### src/sv/rqf_pkg.sv
`timescale 1ns / 1ps

package rqf_pkg;

   // Longest read that is counted; later bases of an overlong read are dropped.
   localparam int MAX_READ_LEN = 4096;

   // Counter width holds MAX_READ_LEN itself.
   localparam int CNT_W  = $clog2(MAX_READ_LEN + 1);
   localparam int QUAL_W = 8;
   localparam int QSUM_W = CNT_W + QUAL_W;

   // Fixed register widths.
   localparam int CFG_LEN_W = 13;
   localparam int CFG_PCT_W = 7;
   localparam int CSR_IDX_W = 3;
   localparam int CSR_DAT_W = 13;

   // Width of the shared comparator, wide enough for every operand it sees.
   localparam int CMP_W = (QSUM_W > CFG_LEN_W) ? QSUM_W : CFG_LEN_W;

   localparam logic [CNT_W-1:0] READ_LEN_CAP = CNT_W'(MAX_READ_LEN);

   localparam logic [7:0] CHAR_N_UPPER = 8'h4E;
   localparam logic [7:0] CHAR_N_LOWER = 8'h6E;
   localparam logic [QUAL_W-1:0] PERCENT_SCALE = QUAL_W'(100);

   // Register indexes.
   localparam logic [CSR_IDX_W-1:0] CSR_QUALITY_THRESHOLD  = 3'd0;
   localparam logic [CSR_IDX_W-1:0] CSR_MEAN_QUALITY_MIN   = 3'd1;
   localparam logic [CSR_IDX_W-1:0] CSR_LENGTH_MIN         = 3'd2;
   localparam logic [CSR_IDX_W-1:0] CSR_UNKNOWN_BASE_LIMIT = 3'd3;
   localparam logic [CSR_IDX_W-1:0] CSR_GOOD_PERCENT_MIN   = 3'd4;

   typedef enum logic [2:0] {
      REASON_KEEP     = 3'd0,
      REASON_SHORT    = 3'd1,
      REASON_MANY_N   = 3'd2,
      REASON_LOW_MEAN = 3'd3,
      REASON_LOW_GOOD = 3'd4
   } reason_type;

   typedef enum logic [2:0] {
      JS_IDLE,
      JS_LEN,
      JS_UNK,
      JS_MEAN,
      JS_PCT,
      JS_DONE
   } judge_state_type;

   typedef struct packed {
      logic [7:0]        base_char;
      logic [QUAL_W-1:0] quality;
      logic              last_base;
   } req_type;

   typedef struct packed {
      logic       keep;
      logic [2:0] reject_reason;
   } rsp_type;

   typedef struct packed {
      logic [QUAL_W-1:0]    quality_threshold;
      logic [QUAL_W-1:0]    mean_quality_min;
      logic [CFG_LEN_W-1:0] length_min;
      logic [CFG_LEN_W-1:0] unknown_base_limit;
      logic [CFG_PCT_W-1:0] good_percent_min;
   } config_type;

   typedef struct packed {
      logic [CNT_W-1:0]  base_count;
      logic [CNT_W-1:0]  good_count;
      logic [CNT_W-1:0]  unknown_count;
      logic [QSUM_W-1:0] quality_sum;
   } counts_type;

   typedef struct packed {
      logic       busy;
      logic       done;
      reason_type reason;
   } judge_status_type;

endpackage

### src/sv/sequencing_read_quality_filter_top.sv
`timescale 1ns / 1ps

// Read quality filter: bases of a read are taken one per cycle while req_stall is low,
// and running counts of bases, good bases, N bases and the quality sum are kept
// (saturating at MAX_READ_LEN bases). The item carrying the last base starts the
// verdict, which runs on one shared multiplier and comparator over at most four steps.
// The first failing check ends the verdict early. req_stall is high while the verdict
// runs, and it stays high while an earlier verdict still waits on rsp_stall.
// The user must write registers only while no read is in flight; the block itself
// does not enforce this.
module sequencing_read_quality_filter_top (
   input  logic                            clock,
   input  logic                            reset,
   input  logic                            req_valid,
   output logic                            req_stall,
   input  rqf_pkg::req_type                req_data,
   output logic                            rsp_valid,
   input  logic                            rsp_stall,
   output rqf_pkg::rsp_type                rsp_data,
   input  logic                            csr_valid,
   output logic                            csr_ready,
   input  logic [rqf_pkg::CSR_IDX_W-1:0]   csr_index,
   input  logic [rqf_pkg::CSR_DAT_W-1:0]   csr_data
);
   import rqf_pkg::*;

   config_type       cfg_ff, cfg_in;
   counts_type       counts_ff, counts_in;
   logic             rsp_valid_ff, rsp_valid_in;
   rsp_type          rsp_data_ff, rsp_data_in;
   judge_status_type status;

   logic req_accept;
   logic start;
   logic ack;
   logic room;
   logic is_good;
   logic is_unknown;

   assign req_stall  = status.busy;
   assign req_accept = req_valid && !req_stall;
   assign start      = req_accept && req_data.last_base;
   assign ack        = status.done && (!rsp_valid_ff || !rsp_stall);
   assign csr_ready  = 1'b1;

   assign room       = counts_ff.base_count < READ_LEN_CAP;
   assign is_good    = req_data.quality >= cfg_ff.quality_threshold;
   assign is_unknown = (req_data.base_char == CHAR_N_UPPER)
                    || (req_data.base_char == CHAR_N_LOWER);

   always_comb begin
      cfg_in = cfg_ff;
      if (csr_valid && csr_ready) begin
         unique case (csr_index)
            CSR_QUALITY_THRESHOLD:  cfg_in.quality_threshold  = csr_data[QUAL_W-1:0];
            CSR_MEAN_QUALITY_MIN:   cfg_in.mean_quality_min   = csr_data[QUAL_W-1:0];
            CSR_LENGTH_MIN:         cfg_in.length_min         = csr_data[CFG_LEN_W-1:0];
            CSR_UNKNOWN_BASE_LIMIT: cfg_in.unknown_base_limit = csr_data[CFG_LEN_W-1:0];
            CSR_GOOD_PERCENT_MIN:   cfg_in.good_percent_min   = csr_data[CFG_PCT_W-1:0];
            default: ;
         endcase
      end
   end

   // Counts stay frozen while the judge works, and clear once its verdict is taken.
   always_comb begin
      counts_in = counts_ff;
      if (ack) begin
         counts_in = '0;
      end else if (req_accept && room) begin
         counts_in.base_count  = counts_ff.base_count + CNT_W'(1);
         counts_in.good_count  = counts_ff.good_count + CNT_W'(is_good);
         counts_in.unknown_count = counts_ff.unknown_count + CNT_W'(is_unknown);
         counts_in.quality_sum = counts_ff.quality_sum + QSUM_W'(req_data.quality);
      end
   end

   always_comb begin
      rsp_valid_in = rsp_valid_ff;
      rsp_data_in  = rsp_data_ff;
      if (ack) begin
         rsp_valid_in              = 1'b1;
         rsp_data_in.keep          = (status.reason == REASON_KEEP);
         rsp_data_in.reject_reason = status.reason;
      end else if (!rsp_stall) begin
         rsp_valid_in = 1'b0;
      end
   end

   always_ff @(posedge clock) begin
      if (reset) begin
         cfg_ff.quality_threshold  <= QUAL_W'(0);
         cfg_ff.mean_quality_min   <= QUAL_W'(20);
         cfg_ff.length_min         <= CFG_LEN_W'(0);
         cfg_ff.unknown_base_limit <= CFG_LEN_W'(99);
         cfg_ff.good_percent_min   <= CFG_PCT_W'(0);
         counts_ff                 <= '0;
         rsp_valid_ff              <= 1'b0;
      end else begin
         cfg_ff       <= cfg_in;
         counts_ff    <= counts_in;
         rsp_valid_ff <= rsp_valid_in;
      end
      rsp_data_ff <= rsp_data_in;
   end

   assign rsp_valid = rsp_valid_ff;
   assign rsp_data  = rsp_data_ff;

   rqf_judge u_judge (
      .clock  (clock),
      .reset  (reset),
      .start  (start),
      .ack    (ack),
      .cfg    (cfg_ff),
      .counts (counts_ff),
      .status (status)
   );

endmodule

### src/sv/rqf_judge.sv
`timescale 1ns / 1ps

module rqf_judge (
   input  logic                      clock,
   input  logic                      reset,
   input  logic                      start,
   input  logic                      ack,
   input  rqf_pkg::config_type       cfg,
   input  rqf_pkg::counts_type       counts,
   output rqf_pkg::judge_status_type status
);
   import rqf_pkg::*;

   judge_state_type state_ff, state_in;
   reason_type      reason_ff, reason_in;
   logic [QSUM_W-1:0] prod_ff, prod_in;
   logic [QSUM_W-1:0] hold_ff, hold_in;

   logic [QUAL_W-1:0] mul_a;
   logic [CNT_W-1:0]  mul_b;
   logic [QSUM_W-1:0] mul_p;
   logic [CMP_W-1:0]  cmp_lhs;
   logic [CMP_W-1:0]  cmp_rhs;
   logic              cmp_lt;
   logic              load_prod;
   logic              load_hold;
   logic              load_reason;
   reason_type        reason_val;

   // Shared multiplier and comparator. A floor quotient is below a bound exactly
   // when the dividend is below the bound times the divisor, so no divider is needed.
   assign mul_p  = QSUM_W'(mul_a) * QSUM_W'(mul_b);
   assign cmp_lt = cmp_lhs < cmp_rhs;

   always_comb begin
      state_in = state_ff;
      unique case (state_ff)
         JS_IDLE: if (start) state_in = JS_LEN;
         JS_LEN:  state_in = cmp_lt ? JS_DONE : JS_UNK;
         JS_UNK:  state_in = cmp_lt ? JS_DONE : JS_MEAN;
         JS_MEAN: state_in = cmp_lt ? JS_DONE : JS_PCT;
         JS_PCT:  state_in = JS_DONE;
         JS_DONE: if (ack) state_in = JS_IDLE;
         default: state_in = JS_IDLE;
      endcase
   end

   always_comb begin
      mul_a       = '0;
      mul_b       = '0;
      cmp_lhs     = '0;
      cmp_rhs     = '0;
      load_prod   = 1'b0;
      load_hold   = 1'b0;
      load_reason = 1'b0;
      reason_val  = REASON_KEEP;
      status.busy = 1'b1;
      status.done = 1'b0;
      unique case (state_ff)
         JS_IDLE: begin
            status.busy = 1'b0;
         end
         JS_LEN: begin
            cmp_lhs     = CMP_W'(counts.base_count);
            cmp_rhs     = CMP_W'(cfg.length_min);
            load_reason = cmp_lt;
            reason_val  = REASON_SHORT;
            mul_a       = cfg.mean_quality_min;
            mul_b       = counts.base_count;
            load_prod   = 1'b1;
         end
         JS_UNK: begin
            cmp_lhs     = CMP_W'(cfg.unknown_base_limit);
            cmp_rhs     = CMP_W'(counts.unknown_count);
            load_reason = cmp_lt;
            reason_val  = REASON_MANY_N;
            mul_a       = PERCENT_SCALE;
            mul_b       = counts.good_count;
            load_hold   = 1'b1;
         end
         JS_MEAN: begin
            cmp_lhs     = CMP_W'(counts.quality_sum);
            cmp_rhs     = CMP_W'(prod_ff);
            load_reason = cmp_lt;
            reason_val  = REASON_LOW_MEAN;
            mul_a       = QUAL_W'(cfg.good_percent_min);
            mul_b       = counts.base_count;
            load_prod   = 1'b1;
         end
         JS_PCT: begin
            cmp_lhs     = CMP_W'(hold_ff);
            cmp_rhs     = CMP_W'(prod_ff);
            load_reason = 1'b1;
            reason_val  = cmp_lt ? REASON_LOW_GOOD : REASON_KEEP;
         end
         JS_DONE: begin
            status.done = 1'b1;
         end
         default: begin
            status.busy = 1'b0;
         end
      endcase
      status.reason = reason_ff;
   end

   assign prod_in   = load_prod ? mul_p : prod_ff;
   assign hold_in   = load_hold ? mul_p : hold_ff;
   assign reason_in = load_reason ? reason_val : reason_ff;

   always_ff @(posedge clock) begin
      if (reset) begin
         state_ff  <= JS_IDLE;
         reason_ff <= REASON_KEEP;
      end else begin
         state_ff  <= state_in;
         reason_ff <= reason_in;
      end
      prod_ff <= prod_in;
      hold_ff <= hold_in;
   end

`ifndef ASSERT_OFF
   a_start_idle: assert property (@(posedge clock) disable iff (reset)
      start |-> state_ff == JS_IDLE)
      else $error("verdict started while the previous one is still in progress");

   a_ack_done: assert property (@(posedge clock) disable iff (reset)
      ack |-> status.done)
      else $error("verdict taken before it was ready");

   a_ack_frees: assert property (@(posedge clock) disable iff (reset)
      ack |=> !status.busy)
      else $error("judge still busy after its verdict was taken");

   a_short_ok: assert property (@(posedge clock) disable iff (reset)
      status.done && status.reason == REASON_SHORT
      |-> CMP_W'(counts.base_count) < CMP_W'(cfg.length_min))
      else $error("short verdict on a read that is long enough");

   a_many_n_ok: assert property (@(posedge clock) disable iff (reset)
      status.done && status.reason == REASON_MANY_N
      |-> CMP_W'(counts.unknown_count) > CMP_W'(cfg.unknown_base_limit))
      else $error("unknown base verdict within the limit");
`endif

endmodule

### config.mk
export PLATFORM = sky130hd
export DESIGN_NAME = sequencing_read_quality_filter_top
export DESIGN_NICKNAME = d
export VERILOG_FILES = /design/src/sv/rqf_pkg.sv /design/src/sv/sequencing_read_quality_filter_top.sv /design/src/sv/rqf_judge.sv
export SDC_FILE = /design/constraint.sdc
export NUM_CORES = 1
export LEC_CHECK = 0
export ABC_AREA = 1
export ABC_CLOCK_PERIOD_IN_PS = 5300
export BUFFER_PORTS_ARGS = -buffer_cell sky130_fd_sc_hd__buf_2
export CORE_MARGIN = 8
export CORE_UTILIZATION = 50
export CTS_CLUSTER_DIAMETER = 60
export DETAILED_ROUTE_END_ITERATION = 6
export PLACE_DENSITY_LB_ADDON = 0.12
export SYNTH_ARGS = -nofsm -noshare
export SYNTH_HDL_FRONTEND = slang
export SYNTH_SLANG_ARGS = --single-unit
### constraint.sdc
create_clock -name clock -period 5.3 [get_ports clock]
set_input_delay 0.795 -clock clock [delete_from_list [all_inputs] [get_ports clock]]
set_output_delay 0.795 -clock clock [all_outputs]
set_load 0.05 [all_outputs]
==> run metrics <==
status=completed; grt ovf=0; Slew headroom=0.171; Clock Skews=0.0140 ns; Final Cycle Share=0.963; area occupied by multi-input gates=6760 sq um; Routed WL=29800 microns; fin cells=1864; vias=9798; placer congestion estimate=0.902; Hold WC Path Type=flip-flop to flip-flop; Top Ports=45; Worst-path clk slew=0.07 ns; Setup-failing EPs final=0; final worst slack=0.198 ns; gr usage total=0.215; Syn Std Cell Area=11500 sq um; area grow syn2layout=15.3%; TritonRoute pass-1 iters=5; # rows=55; dpl cells=1828; worst-path fanout max=13; Mapped Cells=1487; Die Footprint=28200 sq um; Clock Tree Buf Depth=2; die boundary height=168 microns; port bufs=42; EDFF count, synth=46; R2R depth=23; largest net degree at the start of global routing=52; Fin. Hold Viols=0; #FFs+latches synth=162; commonest cells after routing, fill and taps aside=inv_1 (291), nand2_1 (283), nor2_1 (137); Post-DP Area=12400 sq um; TritonCTS clock tree=done; CP endpoint kind=flip-flop; clk root buf=clkbuf_16; initial core utilization=0.509; P per Cell Area=303 nW/um^2; nets=1753; fillcell total=2084; Final Cell Area=13300 sq um; average routed wire per standard cell=16.0 microns; Tightest Pin Transition=1.24 ns; f_max=0.196 GHz; Initial DRC Count=804; fraction of registers with async set/reset=0; DRC viols=0; post-synthesis sequential area ratio=0.321; antenna-violating nets left=0; CTS Hold Bufs=0; first-pass GRT wire length=48600 microns; worst setup path class=flip-flop to flip-flop; fin crit period=5.10 ns; Critical Path RT=5.47 ns; Distinct cells, synth=48; Num CTS Buffers=17; htree depth=4; clock latency on the worst-skew pair=0.43 ns; initial antenna violation count=0; max_cap viols=0; Reg area=3710 sq um; Post-Place Worst Slack=-0.00815 ns; # clock sinks=162; Syn. warnings=0; Synth Net Count=1674; CORE AREA=22600 sq um; most used flip-flop cell after synthesis=dfxtp_1; Slew Limit Fails=0; Final Total Pwr=4.03 mW; vias in the first global route=9388; hold path depth=2; Worst Path Arrival=5.27 ns; most common cell after layout, fill and taps aside=inv_1; Worst Setup Start Kind=flip-flop; die width=168 microns; VDD IR max=0.209 mV; Antenna Cells=0; Syn Area/Cell=7.75 sq um; vias per cell=5.26; proportion of layout cells with a drive suffix above 1=0.132; Pleak=6.36 nW; post-DP HPWL=23500 microns
## worst max-delay path, cell delays in order (launching register included)
cell and delay (ns):
dfxtp_1 0.31, buf_4 0.15, inv_1 0.08, nor2_1 0.04, buf_4 0.16, a22oi_2 0.21
nand2_2 0.09, buf_12 0.15, nand2_1 0.05, inv_1 0.05, fa_1 0.49, fa_1 0.53
fa_1 0.55, inv_1 0.06, fa_1 0.53, inv_1 0.04, ha_2 0.32, a21oi_2 0.20
o21ai_0 0.11, nand2_1 0.08, nand4_1 0.18, nand3_1 0.16, nand3_2 0.09, xor2_2 0.17
## cell usage after synthesis, drive strengths merged, types with 2 or more instances
| master | count | area [sq um] |
|---|---|---|
| buf | 29 | 174 |
| a211oi | 2 | 15.0 |
| nor4 | 5 | 37.5 |
| o2111ai | 13 | 114 |
| xor2 | 16 | 140 |
| inv | 296 | 1110 |
| a221oi | 12 | 105 |
| nand4 | 16 | 100 |
| edfxtp | 46 | 1380 |
| o22ai | 12 | 138 |
| xnor2 | 9 | 78.8 |
| a21oi | 94 | 470 |
| a22o | 5 | 43.8 |
| nor3 | 30 | 165 |
| a22oi | 3 | 22.5 |
| clkbuf | 15 | 56.3 |
| nor2 | 150 | 622 |
| o21ai | 106 | 531 |
| ha | 82 | 1030 |
| nand3 | 54 | 293 |
| a21o | 5 | 37.5 |
| o21bai | 3 | 22.5 |
| o21a | 2 | 15.0 |
| dfxtp | 116 | 2320 |
| nand2 | 289 | 1090 |
| a31oi | 3 | 18.8 |
| fa | 67 | 1340 |
## cell families after synthesis
logic type / after synthesis / share of synthesized area
buf+inv: 340 / 0.116
compound gates: 262 / 0.134
simple gates: 548 / 0.203
flops: 162 / 0.321
fa+ha+maj: 149 / 0.205
other cells: 1 / 0.000325
xor+xnor: 25 / 0.0190
## report_power, final
part           total, mW  internal (mW)  switching, mW
combinational       1.32          0.451          0.871
clock               1.24          0.680          0.559
sequential          1.47           1.40         0.0671
total               4.03           2.54           1.50
## state kept, by name, summed over array words and instances (netlist names)
name               cells
counts_ff             60
rsp_data               4
u_judge.hold_ff       21
u_judge.reason_ff      3
u_judge.prod_ff       21
u_judge.state_ff       3
cfg_ff                49
rsp_valid              1
## repair_timing
item                       CTS  global route
resized for setup            2            53
setup buffers                0             4
setup endpoints to repair    6            22
pin swaps                    0            20
## metal layers
metal	global-route usage	part of all wire	vias up
li1	-	-	4930
met1	0.301	0.47	4643
met2	0.346	0.47	197
met3	0.0299	0.043	28
met4	0.0532	0.014	0
met5	0	0	-
## layout make-up
| cell class | count | area share |
|---|---|---|
| clock inverters | 13 | 0.0110 |
| flip-flops and latches | 162 | 0.279 |
| well taps | 285 | 0.0268 |
| inverters | 296 | 0.0836 |
| clock buffers | 19 | 0.0333 |
| multi-input cells | 985 | 0.509 |
| repair buffers | 104 | 0.0573 |
## metrics by stage
step | TNS [ns] | utilization | hold WS [ns]
4_1_cts | 0 | 0.573 | 0.462
3_3_place_gp | 0 | 0.547 | 0.441
2_1_floorplan | 0 | - | 0.429
5_1_grt | -0.237 | 0.587 | 0.472
6_report | 0 | 0.587 | 0.469
3_5_place_dp | -0.0163 | 0.547 | 0.445
## final timing paths
check,start,slack (ns),endpoint
min,cfg_ff[42],0.47,cfg_ff[42]
max reg2reg,u_judge.state_ff[1],0.20,u_judge.hold_ff[19]
max,u_judge.state_ff[1],0.20,u_judge.hold_ff[19]
min reg2reg,cfg_ff[42],0.47,cfg_ff[42]
No activity file was read; power rests on OpenSTA's default activity.
